[config.mk]
export PLATFORM = sky130hd
export DESIGN_NAME = bresenham_line_rasterizer_top
export DESIGN_NICKNAME = d
export VERILOG_FILES = /design/src/rtl/brl_pkg.sv /design/src/rtl/brl_cfg.sv /design/src/rtl/brl_step.sv /design/src/rtl/brl_idx.sv /design/src/rtl/bresenham_line_rasterizer_top.sv
export VERILOG_INCLUDE_DIRS = /design/src /design/src/rtl
export SDC_FILE = /design/constraint.sdc
export NUM_CORES = 2
export LEC_CHECK = 0
export BUFFER_PORTS_ARGS = -buffer_cell sky130_fd_sc_hd__buf_2
export CAP_MARGIN = 0
export CELL_PAD_IN_SITES_DETAIL_PLACEMENT = 0
export CELL_PAD_IN_SITES_GLOBAL_PLACEMENT = 1
export CORE_ASPECT_RATIO = 1.25
export CORE_MARGIN = 2
export CORE_UTILIZATION = 46
export CTS_BUF_LIST = sky130_fd_sc_hd__clkbuf_2
export CTS_CLUSTER_DIAMETER = 50
export DETAILED_ROUTE_END_ITERATION = 7
export PLACE_DENSITY = 0.81
export SLEW_MARGIN = 15
export SYNTH_ARGS = -nofsm -noshare
export SYNTH_HDL_FRONTEND = slang
export SYNTH_HIERARCHICAL = 1
export SYNTH_SLANG_ARGS = --single-unit
[constraint.sdc]
create_clock -name i_clk -period 19 [get_ports i_clk]
set_input_delay 3.8 -clock i_clk [delete_from_list [all_inputs] [get_ports i_clk]]
set_output_delay 3.8 -clock i_clk [all_outputs]
set_load 0.1 [all_outputs]
[src/rtl/bresenham_line_rasterizer_top_assert.svh]
// ---------------------------------------------------------------------------
// Assertion macros for the line rasterizer
// Clocked on i_clk and switched off while i_rst_n is low.
// ---------------------------------------------------------------------------
`ifndef BRESENHAM_LINE_RASTERIZER_TOP_ASSERT_SVH
`define BRESENHAM_LINE_RASTERIZER_TOP_ASSERT_SVH

// same-cycle implication
`define BRL_ASSERT_HOLDS(lbl, ante, cons, msg) \
    lbl: assert property (@(posedge i_clk) disable iff (!i_rst_n) (ante) |-> (cons)) \
        else $error(msg);

// next-cycle implication
`define BRL_ASSERT_NEXT(lbl, ante, cons, msg) \
    lbl: assert property (@(posedge i_clk) disable iff (!i_rst_n) (ante) |=> (cons)) \
        else $error(msg);

`endif

[src/rtl/brl_pkg.sv]
// ---------------------------------------------------------------------------
// brl_pkg
// Shared types, codes and constants of the line rasterizer.
// ---------------------------------------------------------------------------
`default_nettype none

package brl_pkg;

    localparam int COORD_W   = 16;
    localparam int POS_W     = COORD_W + 1;   // positions, magnitudes of deltas
    localparam int ERR_W     = COORD_W + 3;   // error accumulator
    localparam int COLOR_W   = 24;
    localparam int CHAN_W    = 8;
    localparam int PIX_W     = 24;
    localparam int CFG_W     = 13;
    localparam int CFG_IDX_W = 2;

    localparam int MAX_FRAME_DIM_DEF = 4096;
    localparam int FRAME_WIDTH_RST   = 1920;
    localparam int FRAME_HEIGHT_RST  = 1080;

    // request codes
    localparam logic [1:0] REQ_LINE = 2'd0;
    localparam logic [1:0] REQ_TRI  = 2'd1;
    localparam logic [1:0] REQ_STEP = 2'd2;

    // register indexes
    localparam logic [CFG_IDX_W-1:0] CFG_FRAME_WIDTH  = 2'd0;
    localparam logic [CFG_IDX_W-1:0] CFG_FRAME_HEIGHT = 2'd1;

    // {red, green, blue}
    localparam logic [COLOR_W-1:0] COLOR_GREEN = 24'h00FF00;
    localparam logic [COLOR_W-1:0] COLOR_RED   = 24'hFF0000;

    typedef struct packed {
        logic [1:0]                req_type;
        logic signed [COORD_W-1:0] ax;
        logic signed [COORD_W-1:0] ay;
        logic signed [COORD_W-1:0] bx;
        logic signed [COORD_W-1:0] by_coord;
        logic signed [COORD_W-1:0] cx;
        logic signed [COORD_W-1:0] cy;
        logic [CHAN_W-1:0]         blue;
        logic [CHAN_W-1:0]         green;
        logic [CHAN_W-1:0]         red;
    } t_req;

    typedef struct packed {
        logic [PIX_W-1:0]  pixel_index;
        logic              write_enable;
        logic [CHAN_W-1:0] out_blue;
        logic [CHAN_W-1:0] out_green;
        logic [CHAN_W-1:0] out_red;
        logic              last_pixel;
    } t_res;

    typedef struct packed {
        logic signed [COORD_W-1:0] x;
        logic signed [COORD_W-1:0] y;
    } t_vtx;

    typedef struct packed {
        logic signed [POS_W-1:0] row;
        logic signed [POS_W-1:0] col;
        logic [COLOR_W-1:0]      color;
        logic                    last;
    } t_pix;

    // frame size register width: room for the saturation value and the reset sizes
    function automatic int dim_bits(input int max_dim);
        int w;
        w = $clog2(max_dim + 1);
        if (w < $clog2(FRAME_WIDTH_RST + 1)) begin
            w = $clog2(FRAME_WIDTH_RST + 1);
        end
        if (w > CFG_W) begin
            w = CFG_W;
        end
        return w;
    endfunction

endpackage

`default_nettype wire

[src/rtl/brl_cfg.sv]
// ---------------------------------------------------------------------------
// brl_cfg
// Frame size registers with saturation, and the registered frame area.
// ---------------------------------------------------------------------------
`default_nettype none

module brl_cfg import brl_pkg::*; #(
    parameter int MAX_FRAME_DIM = MAX_FRAME_DIM_DEF,
    localparam int DIM_W = dim_bits(MAX_FRAME_DIM),
    localparam int LIM_W = 2 * DIM_W
) (
    input  logic                 i_clk,
    input  logic                 i_rst_n,
    input  logic                 i_cfg_we,
    input  logic [CFG_IDX_W-1:0] i_cfg_idx,
    input  logic [CFG_W-1:0]     i_cfg_data,
    output logic [DIM_W-1:0]     o_frame_width,
    output logic [LIM_W-1:0]     o_limit
);

    logic [DIM_W-1:0] r_fw;
    logic [DIM_W-1:0] r_fh;
    logic [LIM_W-1:0] r_limit;
    logic [DIM_W-1:0] n_val;

    always_comb begin
        if (32'(i_cfg_data) > 32'(MAX_FRAME_DIM)) begin
            n_val = DIM_W'(MAX_FRAME_DIM);
        end else begin
            n_val = DIM_W'(i_cfg_data);
        end
    end

    always_ff @(posedge i_clk) begin
        if (!i_rst_n) begin
            r_fw    <= DIM_W'(FRAME_WIDTH_RST);
            r_fh    <= DIM_W'(FRAME_HEIGHT_RST);
            r_limit <= LIM_W'(FRAME_WIDTH_RST * FRAME_HEIGHT_RST);
        end else begin
            if (i_cfg_we) begin
                unique case (i_cfg_idx)
                    CFG_FRAME_WIDTH:  r_fw <= n_val;
                    CFG_FRAME_HEIGHT: r_fh <= n_val;
                    default: ;
                endcase
            end
            r_limit <= LIM_W'(r_fw) * LIM_W'(r_fh);
        end
    end

    assign o_frame_width = r_fw;
    assign o_limit       = r_limit;

endmodule

`default_nettype wire

[src/rtl/brl_step.sv]
// ---------------------------------------------------------------------------
// brl_step
// Input register, triangle vertex sort, edge setup and the Bresenham step.
// Emits one row/column pair per step word while a line is active.
// ---------------------------------------------------------------------------
`default_nettype none
`include "bresenham_line_rasterizer_top_assert.svh"

module brl_step import brl_pkg::*; (
    input  logic i_clk,
    input  logic i_rst_n,
    input  logic i_valid,
    input  t_req i_req,
    output logic o_stall,
    output logic o_px_valid,
    output t_pix o_px,
    input  logic i_px_ready
);

    // edges still queued behind the current one
    localparam logic [1:0] EDGE_NONE = 2'd0;
    localparam logic [1:0] EDGE_ONE  = 2'd1;
    localparam logic [1:0] EDGE_TWO  = 2'd2;

    logic en_in, en_px, fire;

    logic r_in_v;
    t_req r_in;

    logic                    r_busy, n_busy;
    logic                    r_steep, n_steep;
    logic signed [POS_W-1:0] r_maj_pos, n_maj_pos;
    logic signed [POS_W-1:0] r_maj_end, n_maj_end;
    logic signed [POS_W-1:0] r_min_pos, n_min_pos;
    logic signed [ERR_W-1:0] r_err, n_err;
    logic [POS_W-1:0]        r_dmaj, n_dmaj;
    logic [POS_W-1:0]        r_dmin, n_dmin;
    logic                    r_min_dir, n_min_dir;
    logic [COLOR_W-1:0]      r_color, n_color;
    logic [1:0]              r_edge, n_edge;
    t_vtx                    r_sv [3];
    logic                    sv_we;

    logic r_px_v;
    t_pix r_px;
    t_pix px_next;
    logic px_gen;

    // sorted triangle vertices
    t_vtx s0, s1, s2, stmp;

    // edge setup
    logic                      ld_en;
    t_vtx                      ld_a, ld_b;
    logic [COLOR_W-1:0]        ld_color;
    logic signed [POS_W-1:0]   dx, dy;
    logic [POS_W-1:0]          adx, ady;
    logic                      e_steep;
    logic signed [COORD_W-1:0] p0, q0, p1, q1, ps, pe, qs, qf;

    // step
    logic                    done;
    logic signed [ERR_W-1:0] err_sum;
    logic signed [ERR_W:0]   err_dbl;
    logic                    err_ge;

    assign en_px   = !r_px_v || i_px_ready;
    assign en_in   = !r_in_v || en_px;
    assign fire    = r_in_v && en_px;
    assign o_stall = !en_in;

    always_ff @(posedge i_clk) begin
        if (!i_rst_n) begin
            r_in_v <= 1'b0;
        end else if (en_in) begin
            r_in_v <= i_valid;
        end
    end

    always_ff @(posedge i_clk) begin
        if (en_in) begin
            r_in <= i_req;
        end
    end

    // sort by y, three compare-and-swap passes
    always_comb begin
        s0.x = r_in.ax;
        s0.y = r_in.ay;
        s1.x = r_in.bx;
        s1.y = r_in.by_coord;
        s2.x = r_in.cx;
        s2.y = r_in.cy;
        stmp = s0;
        if (s0.y > s1.y) begin
            stmp = s0;
            s0   = s1;
            s1   = stmp;
        end
        if (s0.y > s2.y) begin
            stmp = s0;
            s0   = s2;
            s2   = stmp;
        end
        if (s1.y > s2.y) begin
            stmp = s1;
            s1   = s2;
            s2   = stmp;
        end
    end

    // edge setup: major axis is the longer one, x on ties; walk low to high
    always_comb begin
        dx      = POS_W'(ld_b.x) - POS_W'(ld_a.x);
        dy      = POS_W'(ld_b.y) - POS_W'(ld_a.y);
        adx     = dx[POS_W-1] ? POS_W'(-dx) : POS_W'(dx);
        ady     = dy[POS_W-1] ? POS_W'(-dy) : POS_W'(dy);
        e_steep = ady > adx;
        p0      = e_steep ? ld_a.y : ld_a.x;
        q0      = e_steep ? ld_a.x : ld_a.y;
        p1      = e_steep ? ld_b.y : ld_b.x;
        q1      = e_steep ? ld_b.x : ld_b.y;
        if (p1 < p0) begin
            ps = p1;
            pe = p0;
            qs = q1;
            qf = q0;
        end else begin
            ps = p0;
            pe = p1;
            qs = q0;
            qf = q1;
        end
    end

    assign done    = r_maj_pos >= r_maj_end;
    assign err_sum = r_err + ERR_W'($signed({1'b0, r_dmin}));
    assign err_dbl = $signed({err_sum, 1'b0});
    assign err_ge  = err_dbl >= $signed((ERR_W + 1)'({1'b0, r_dmaj}));

    always_comb begin
        n_busy    = r_busy;
        n_steep   = r_steep;
        n_maj_pos = r_maj_pos;
        n_maj_end = r_maj_end;
        n_min_pos = r_min_pos;
        n_err     = r_err;
        n_dmaj    = r_dmaj;
        n_dmin    = r_dmin;
        n_min_dir = r_min_dir;
        n_color   = r_color;
        n_edge    = r_edge;
        sv_we     = 1'b0;
        ld_en     = 1'b0;
        ld_a      = s0;
        ld_b      = s1;
        ld_color  = COLOR_GREEN;
        px_gen    = 1'b0;
        px_next.row   = r_steep ? r_maj_pos : r_min_pos;
        px_next.col   = r_steep ? r_min_pos : r_maj_pos;
        px_next.color = r_color;
        px_next.last  = 1'b0;

        if (fire) begin
            unique case (r_in.req_type)
                REQ_LINE: begin
                    ld_en    = 1'b1;
                    ld_a.x   = r_in.ax;
                    ld_a.y   = r_in.ay;
                    ld_b.x   = r_in.bx;
                    ld_b.y   = r_in.by_coord;
                    ld_color = {r_in.red, r_in.green, r_in.blue};
                    n_edge   = EDGE_NONE;
                end
                REQ_TRI: begin
                    ld_en  = 1'b1;
                    sv_we  = 1'b1;
                    n_edge = EDGE_TWO;
                end
                REQ_STEP: begin
                    if (r_busy) begin
                        px_gen    = 1'b1;
                        n_maj_pos = r_maj_pos + POS_W'(1);
                        if (err_ge) begin
                            n_min_pos = r_min_dir ? r_min_pos + POS_W'(1)
                                                  : r_min_pos - POS_W'(1);
                            n_err     = err_sum - ERR_W'($signed({1'b0, r_dmaj}));
                        end else begin
                            n_err = err_sum;
                        end
                        if (done) begin
                            if (r_edge == EDGE_TWO) begin
                                ld_en  = 1'b1;
                                ld_a   = r_sv[1];
                                ld_b   = r_sv[2];
                                n_edge = EDGE_ONE;
                            end else if (r_edge == EDGE_ONE) begin
                                ld_en    = 1'b1;
                                ld_a     = r_sv[2];
                                ld_b     = r_sv[0];
                                ld_color = COLOR_RED;
                                n_edge   = EDGE_NONE;
                            end else begin
                                n_busy       = 1'b0;
                                px_next.last = 1'b1;
                            end
                        end
                    end
                end
                default: ;
            endcase
        end

        if (ld_en) begin
            n_busy    = 1'b1;
            n_steep   = e_steep;
            n_maj_pos = POS_W'(ps);
            n_maj_end = POS_W'(pe);
            n_min_pos = POS_W'(qs);
            n_err     = '0;
            n_dmaj    = e_steep ? ady : adx;
            n_dmin    = e_steep ? adx : ady;
            n_min_dir = qs < qf;
            n_color   = ld_color;
        end
    end

    always_ff @(posedge i_clk) begin
        if (!i_rst_n) begin
            r_busy    <= 1'b0;
            r_steep   <= 1'b0;
            r_maj_pos <= '0;
            r_maj_end <= '0;
            r_min_pos <= '0;
            r_err     <= '0;
            r_dmaj    <= '0;
            r_dmin    <= '0;
            r_min_dir <= 1'b0;
            r_color   <= '0;
            r_edge    <= EDGE_NONE;
        end else begin
            r_busy    <= n_busy;
            r_steep   <= n_steep;
            r_maj_pos <= n_maj_pos;
            r_maj_end <= n_maj_end;
            r_min_pos <= n_min_pos;
            r_err     <= n_err;
            r_dmaj    <= n_dmaj;
            r_dmin    <= n_dmin;
            r_min_dir <= n_min_dir;
            r_color   <= n_color;
            r_edge    <= n_edge;
        end
    end

    always_ff @(posedge i_clk) begin
        if (sv_we) begin
            r_sv[0] <= s0;
            r_sv[1] <= s1;
            r_sv[2] <= s2;
        end
    end

    always_ff @(posedge i_clk) begin
        if (!i_rst_n) begin
            r_px_v <= 1'b0;
        end else if (en_px) begin
            r_px_v <= px_gen;
        end
    end

    always_ff @(posedge i_clk) begin
        if (en_px && px_gen) begin
            r_px <= px_next;
        end
    end

    assign o_px_valid = r_px_v;
    assign o_px       = r_px;

    `BRL_ASSERT_HOLDS(a_queue_busy, r_edge != EDGE_NONE, r_busy,
        "edges queued while rasterizer idle")
    `BRL_ASSERT_HOLDS(a_last_idle, r_px_v && r_px.last, !r_busy,
        "still busy after final pixel")
    `BRL_ASSERT_NEXT(a_step_px, fire && (r_in.req_type == REQ_STEP), r_px_v == $past(r_busy),
        "step word produced wrong pixel count")

endmodule

`default_nettype wire

[src/rtl/brl_idx.sv]
// ---------------------------------------------------------------------------
// brl_idx
// Linear index row * width + column, frame bounds check, result register.
// ---------------------------------------------------------------------------
`default_nettype none
`include "bresenham_line_rasterizer_top_assert.svh"

module brl_idx import brl_pkg::*; #(
    parameter int MAX_FRAME_DIM = MAX_FRAME_DIM_DEF,
    localparam int DIM_W  = dim_bits(MAX_FRAME_DIM),
    localparam int LIM_W  = 2 * DIM_W
) (
    input  logic             i_clk,
    input  logic             i_rst_n,
    input  logic             i_px_valid,
    input  t_pix             i_px,
    output logic             o_px_ready,
    input  logic [DIM_W-1:0] i_frame_width,
    input  logic [LIM_W-1:0] i_limit,
    output logic             o_valid,
    output t_res             o_res,
    input  logic             i_stall
);

    localparam int PROD_W = POS_W + DIM_W + 1;
    localparam int IDX_W  = PROD_W + 1;

    logic en_out, en_prod;

    logic                     r_prod_v;
    logic signed [PROD_W-1:0] r_prod, n_prod;
    logic signed [POS_W-1:0]  r_col;
    logic [COLOR_W-1:0]       r_color;
    logic                     r_last;

    logic signed [IDX_W-1:0]  idx;
    logic                     in_frame;
    t_res                     n_res;

    logic r_out_v;
    t_res r_out;

    assign en_out     = !r_out_v || !i_stall;
    assign en_prod    = !r_prod_v || en_out;
    assign o_px_ready = en_prod;

    assign n_prod = PROD_W'(i_px.row) * PROD_W'($signed({1'b0, i_frame_width}));

    always_ff @(posedge i_clk) begin
        if (!i_rst_n) begin
            r_prod_v <= 1'b0;
        end else if (en_prod) begin
            r_prod_v <= i_px_valid;
        end
    end

    always_ff @(posedge i_clk) begin
        if (en_prod && i_px_valid) begin
            r_prod  <= n_prod;
            r_col   <= i_px.col;
            r_color <= i_px.color;
            r_last  <= i_px.last;
        end
    end

    assign idx      = IDX_W'(r_prod) + IDX_W'(r_col);
    assign in_frame = !idx[IDX_W-1] && ($unsigned(idx) < IDX_W'(i_limit));

    always_comb begin
        n_res.pixel_index  = idx[PIX_W-1:0];
        n_res.write_enable = in_frame;
        n_res.out_blue     = r_color[CHAN_W-1:0];
        n_res.out_green    = r_color[2*CHAN_W-1:CHAN_W];
        n_res.out_red      = r_color[3*CHAN_W-1:2*CHAN_W];
        n_res.last_pixel   = r_last;
    end

    always_ff @(posedge i_clk) begin
        if (!i_rst_n) begin
            r_out_v <= 1'b0;
        end else if (en_out) begin
            r_out_v <= r_prod_v;
        end
    end

    always_ff @(posedge i_clk) begin
        if (en_out && r_prod_v) begin
            r_out <= n_res;
        end
    end

    assign o_valid = r_out_v;
    assign o_res   = r_out;

    `BRL_ASSERT_NEXT(a_prod_hold, r_prod_v && !en_out, r_prod_v && $stable(r_prod),
        "product stage lost or changed a held word")
    `BRL_ASSERT_HOLDS(a_out_src, $rose(r_out_v), $past(r_prod_v),
        "result appeared without a product")
    `BRL_ASSERT_NEXT(a_out_hold, r_out_v && i_stall, r_out_v && $stable(r_out),
        "stalled result word changed")

endmodule

`default_nettype wire

[src/rtl/bresenham_line_rasterizer_top.sv]
// ---------------------------------------------------------------------------
// bresenham_line_rasterizer_top
// Path: a step word's pixel passes the input, pixel and product registers and the
//   result register to o_valid; the Bresenham update is combinational.
// Throughput: 1 word per cycle unless stalled, 1 pixel per step word while a line is active.
// Reset: synchronous, active-low; clears all valids and line state, frame size 1920 x 1080.
// ---------------------------------------------------------------------------
`default_nettype none

module bresenham_line_rasterizer_top import brl_pkg::*; #(
    parameter int MAX_FRAME_DIM = MAX_FRAME_DIM_DEF
) (
    input  logic                 i_clk,
    input  logic                 i_rst_n,
    input  logic                 i_valid,
    output logic                 o_stall,
    input  t_req                 i_req,
    output logic                 o_valid,
    input  logic                 i_stall,
    output t_res                 o_res,
    input  logic                 i_cfg_we,
    input  logic [CFG_IDX_W-1:0] i_cfg_idx,
    input  logic [CFG_W-1:0]     i_cfg_data
);

    localparam int DIM_W = dim_bits(MAX_FRAME_DIM);
    localparam int LIM_W = 2 * DIM_W;

    logic [DIM_W-1:0] frame_width;
    logic [LIM_W-1:0] limit;
    logic             px_valid;
    t_pix             px;
    logic             px_ready;

    brl_cfg #(
        .MAX_FRAME_DIM(MAX_FRAME_DIM)
    ) u_cfg (
        .i_clk         (i_clk),
        .i_rst_n       (i_rst_n),
        .i_cfg_we      (i_cfg_we),
        .i_cfg_idx     (i_cfg_idx),
        .i_cfg_data    (i_cfg_data),
        .o_frame_width (frame_width),
        .o_limit       (limit)
    );

    brl_step u_step (
        .i_clk      (i_clk),
        .i_rst_n    (i_rst_n),
        .i_valid    (i_valid),
        .i_req      (i_req),
        .o_stall    (o_stall),
        .o_px_valid (px_valid),
        .o_px       (px),
        .i_px_ready (px_ready)
    );

    brl_idx #(
        .MAX_FRAME_DIM(MAX_FRAME_DIM)
    ) u_idx (
        .i_clk         (i_clk),
        .i_rst_n       (i_rst_n),
        .i_px_valid    (px_valid),
        .i_px          (px),
        .o_px_ready    (px_ready),
        .i_frame_width (frame_width),
        .i_limit       (limit),
        .o_valid       (o_valid),
        .o_res         (o_res),
        .i_stall       (i_stall)
    );

endmodule

`default_nettype wire
==> flow_metrics.py <==
metrics = {
    "detailed_routing": {
        "routed_wl_um": 147000,
        "vias_per_cell": 5.60,
        "drtIter0Drc": 2737,
        "ant_nets": 0,
        "vias": 40376,
        "wl_per_cell_um": 20.4,
        "dr.pass1.iters": 8,
        "drc": 6,
    },
    "die": {
        "core_um2": 108000,
        "fp.dieArea_um2": 112000,
        "io_pins": 194,
        "die_h_um": 373,
        "row_count": 135,
        "initial_core_util_pct": 46.3,
        "die_w_um": 299,
    },
    "cts": {
        "clockBufferDepth": 3,
        "cts_root_buf": "clkbuf_2",
        "cts_tree": "built",
        "cts_hold_buf": 0,
        "cts-htree-levels": 4,
        "clk_latency_ns": 1.64,
        "path_clk_slew_ns": 0.10,
        "cts_sinks": 588,
        "cts-buffers-inserted": 152,
    },
    "yosys": {
        "synthFlopType": "edfxtp_1",
        "synth_edf_count": 400,
        "avgSynthCellArea_um2": 9.22,
        "synth_top_cell_area_share_pct": 23.9,
        "ys_ff_latch": 588,
        "ys_types": 93,
        "netlist_top_cells_area": "edfxtp_1 (24%), fa_1 (14%), ha_1 (10%)",
        "ys.warnings.count": 6,
        "ys_seq_area_share_pct": 31.5,
        "synth_most_common_cell": "inv_1",
        "syn_inst": 5439,
        "synth.largest_area_cell": "edfxtp_1",
        "netlist_area_um2": 50200,
        "syn_nets": 6337,
        "ys_async_sr_fraction_pct": 0,
        "synth_common_cells": "inv_1 (683), nand2_1 (548), ha_1 (416), edfxtp_1 (400), a21oi_1 (382)",
    },
    "sta": {
        "worst_pin_slew_ns": 1.15,
        "tns_ns": 0,
        "slew_headroom_pct": 23.5,
        "slew_viol_final": 0,
        "setup-violations-final": 0,
        "layout_min_cycle_time_ns": 17.94,
        "fmax_mhz": 55.7,
        "rsz0062_at_grt": "no",
        "fin_crit_sh_pct": 94.4,
        "final-hold-violation-count": 0,
        "fin_skew_ns": 0.148,
    },
    "grt": {
        "grt_start_max_net_pins": 84,
        "grt-ovfl-total": 0,
        "grt_pass1_wl_um": 231000,
        "grt_pass1_vias": 41072,
        "antenna_found_initial": 4,
        "track_usage_pct": 26.5,
    },
    "setup_path": {
        "critPathMostFrequentCell": "a21oi_1",
        "critical_path.endpoint_type": "flop",
        "worst-setup-path-type": "flop to flop",
        "r2r_setup_slack_ns": 1.06,
        "cp_data_required_time_ns": 20.53,
        "reg2reg_from": "u_step/r_in[71]",
        "critPathLaunchType": "flop",
        "critical-path-max-stage-delay_ns": 0.64,
        "reg2reg_depth": 81,
        "path_max_fanout": 24,
        "cp-startpoint": "u_step/r_in[71]",
        "critPathArrivalTime_ns": 19.48,
        "slowest_stage": "or4_1",
        "reg2reg_to": "u_step/r_min_dir",
    },
    "place": {
        "hpwl_um": 110000,
        "gp_congestion": 0.957,
        "portBuffers": 193,
        "postPlaceCellArea_um2": 52800,
    },
    "outcome": {
        "status": "finished with violations",
        "violations": "DRC",
    },
    "min_path": {
        "hold_path.class": "flop to flop",
        "min_path_cells": 0,
        "worstHoldStart": "u_step/o_px[12]",
        "hold_end": "u_idx/r_color[11]",
    },
    "flow_run": {
        "cap_violations": 0,
    },
    "cells_and_area": {
        "area_growth_pct": 8.58,
        "final_cell_area_um2": 54500,
        "layout-drive-gt1-share_pct": 11.8,
        "fin_nets": 6532,
    },
}
[layout make-up]
type	count	area (um2)
inverters	684	2570
flip-flops and latches	588	15800
well taps	1438	1800
clock inverters	63	384
diodes	14	35.0
fillers	10295	53800
repair buffers	303	1840
clock buffers	215	1080
multi-input cells	3905	31000
[flip-flops by register name (all words and copies together) (netlist names), 2 cells and up]
name	cells
u_cfg/o_frame_width	13
u_cfg/o_limit	26
u_cfg/r_fh	13
u_idx/o_res	50
u_idx/r_col	17
u_idx/r_color	24
u_idx/r_prod	31
u_step/o_px	59
u_step/r_color	24
u_step/r_dmaj	17
u_step/r_dmin	17
u_step/r_edge	2
u_step/r_err	19
u_step/r_in	122
u_step/r_maj_end	16
u_step/r_maj_pos	17
u_step/r_min_pos	17
u_step/r_sv	96
[worst max-delay path: cells and delay by family, from the launching register on]
family / cells / cell delay, ns
AOI/OAI and AO/OA: 42 / 8.49
and+or+nand+nor: 18 / 3.45
adders and majority gates: 7 / 2.31
muxes: 6 / 2.01
buffers and inverters: 8 / 1.15
DFF: 1 / 0.41
[per-stage QoR]
stage               instances  setup WS (ns)  utilization (%)  hold WS [ns]
floorplan                5439          0.680                -         0.400
global placement         6907          0.404             48.8         0.401
detailed placement       6907          0.132             48.8         0.405
CTS                      7185         0.0574             50.1         0.366
global route             7206        0.00871             50.3         0.378
finish                   7210           1.06             50.3         0.406
[cell usage in the layout (no fill, tap or decap), types with 132 or more instances in the layout]
cell type / count
inv_1: 681
nand2_1: 547
ha_1: 414
edfxtp_1: 400
a21oi_1: 375
nor2_1: 365
fa_1: 340
o21ai_0: 261
and2_1: 233
clkbuf_2: 215
buf_2: 192
dfxtp_1: 184
mux2i_1: 132
[per-layer routing]
layer | global-route usage (%) | up-vias | part of all wire [%]
met5 | 0 | - | 0
met4 | 12.7 | 0 | 4.7
met3 | 3.81 | 333 | 4.8
met2 | 46.5 | 1242 | 50
met1 | 31.6 | 19524 | 40
li1 | - | 19277 | -
[logic make-up after synthesis]
group	count (synthesis)	synth area share, %
AND/OR/NAND/NOR	1523	14.4
AO/OA/AOI/OAI	1282	16.4
buffers and inverters	947	7.17
adder cells (fa/ha/maj)	756	23.9
flip-flops	588	31.5
multiplexers	191	4.00
XOR/XNOR	152	2.65
[worst max-delay path by stage]
stage                                   to  slack, ns
after floorplan           u_step/r_min_dir       0.68
after global placement    u_step/r_min_dir       0.40
after detailed placement  u_step/r_min_dir       0.13
after CTS                 u_step/r_min_dir       0.06
after global routing      u_step/r_min_dir      0.009
final                     u_step/r_min_dir       1.06
[timing repair]
item                       CTS  global route
gates resized for setup      0            21
setup endpoints to repair    0            20
setup buffers                0            10
Power is not shown: default switching activity piles up to over one toggle a cycle in this logic, so the estimate is an artifact.
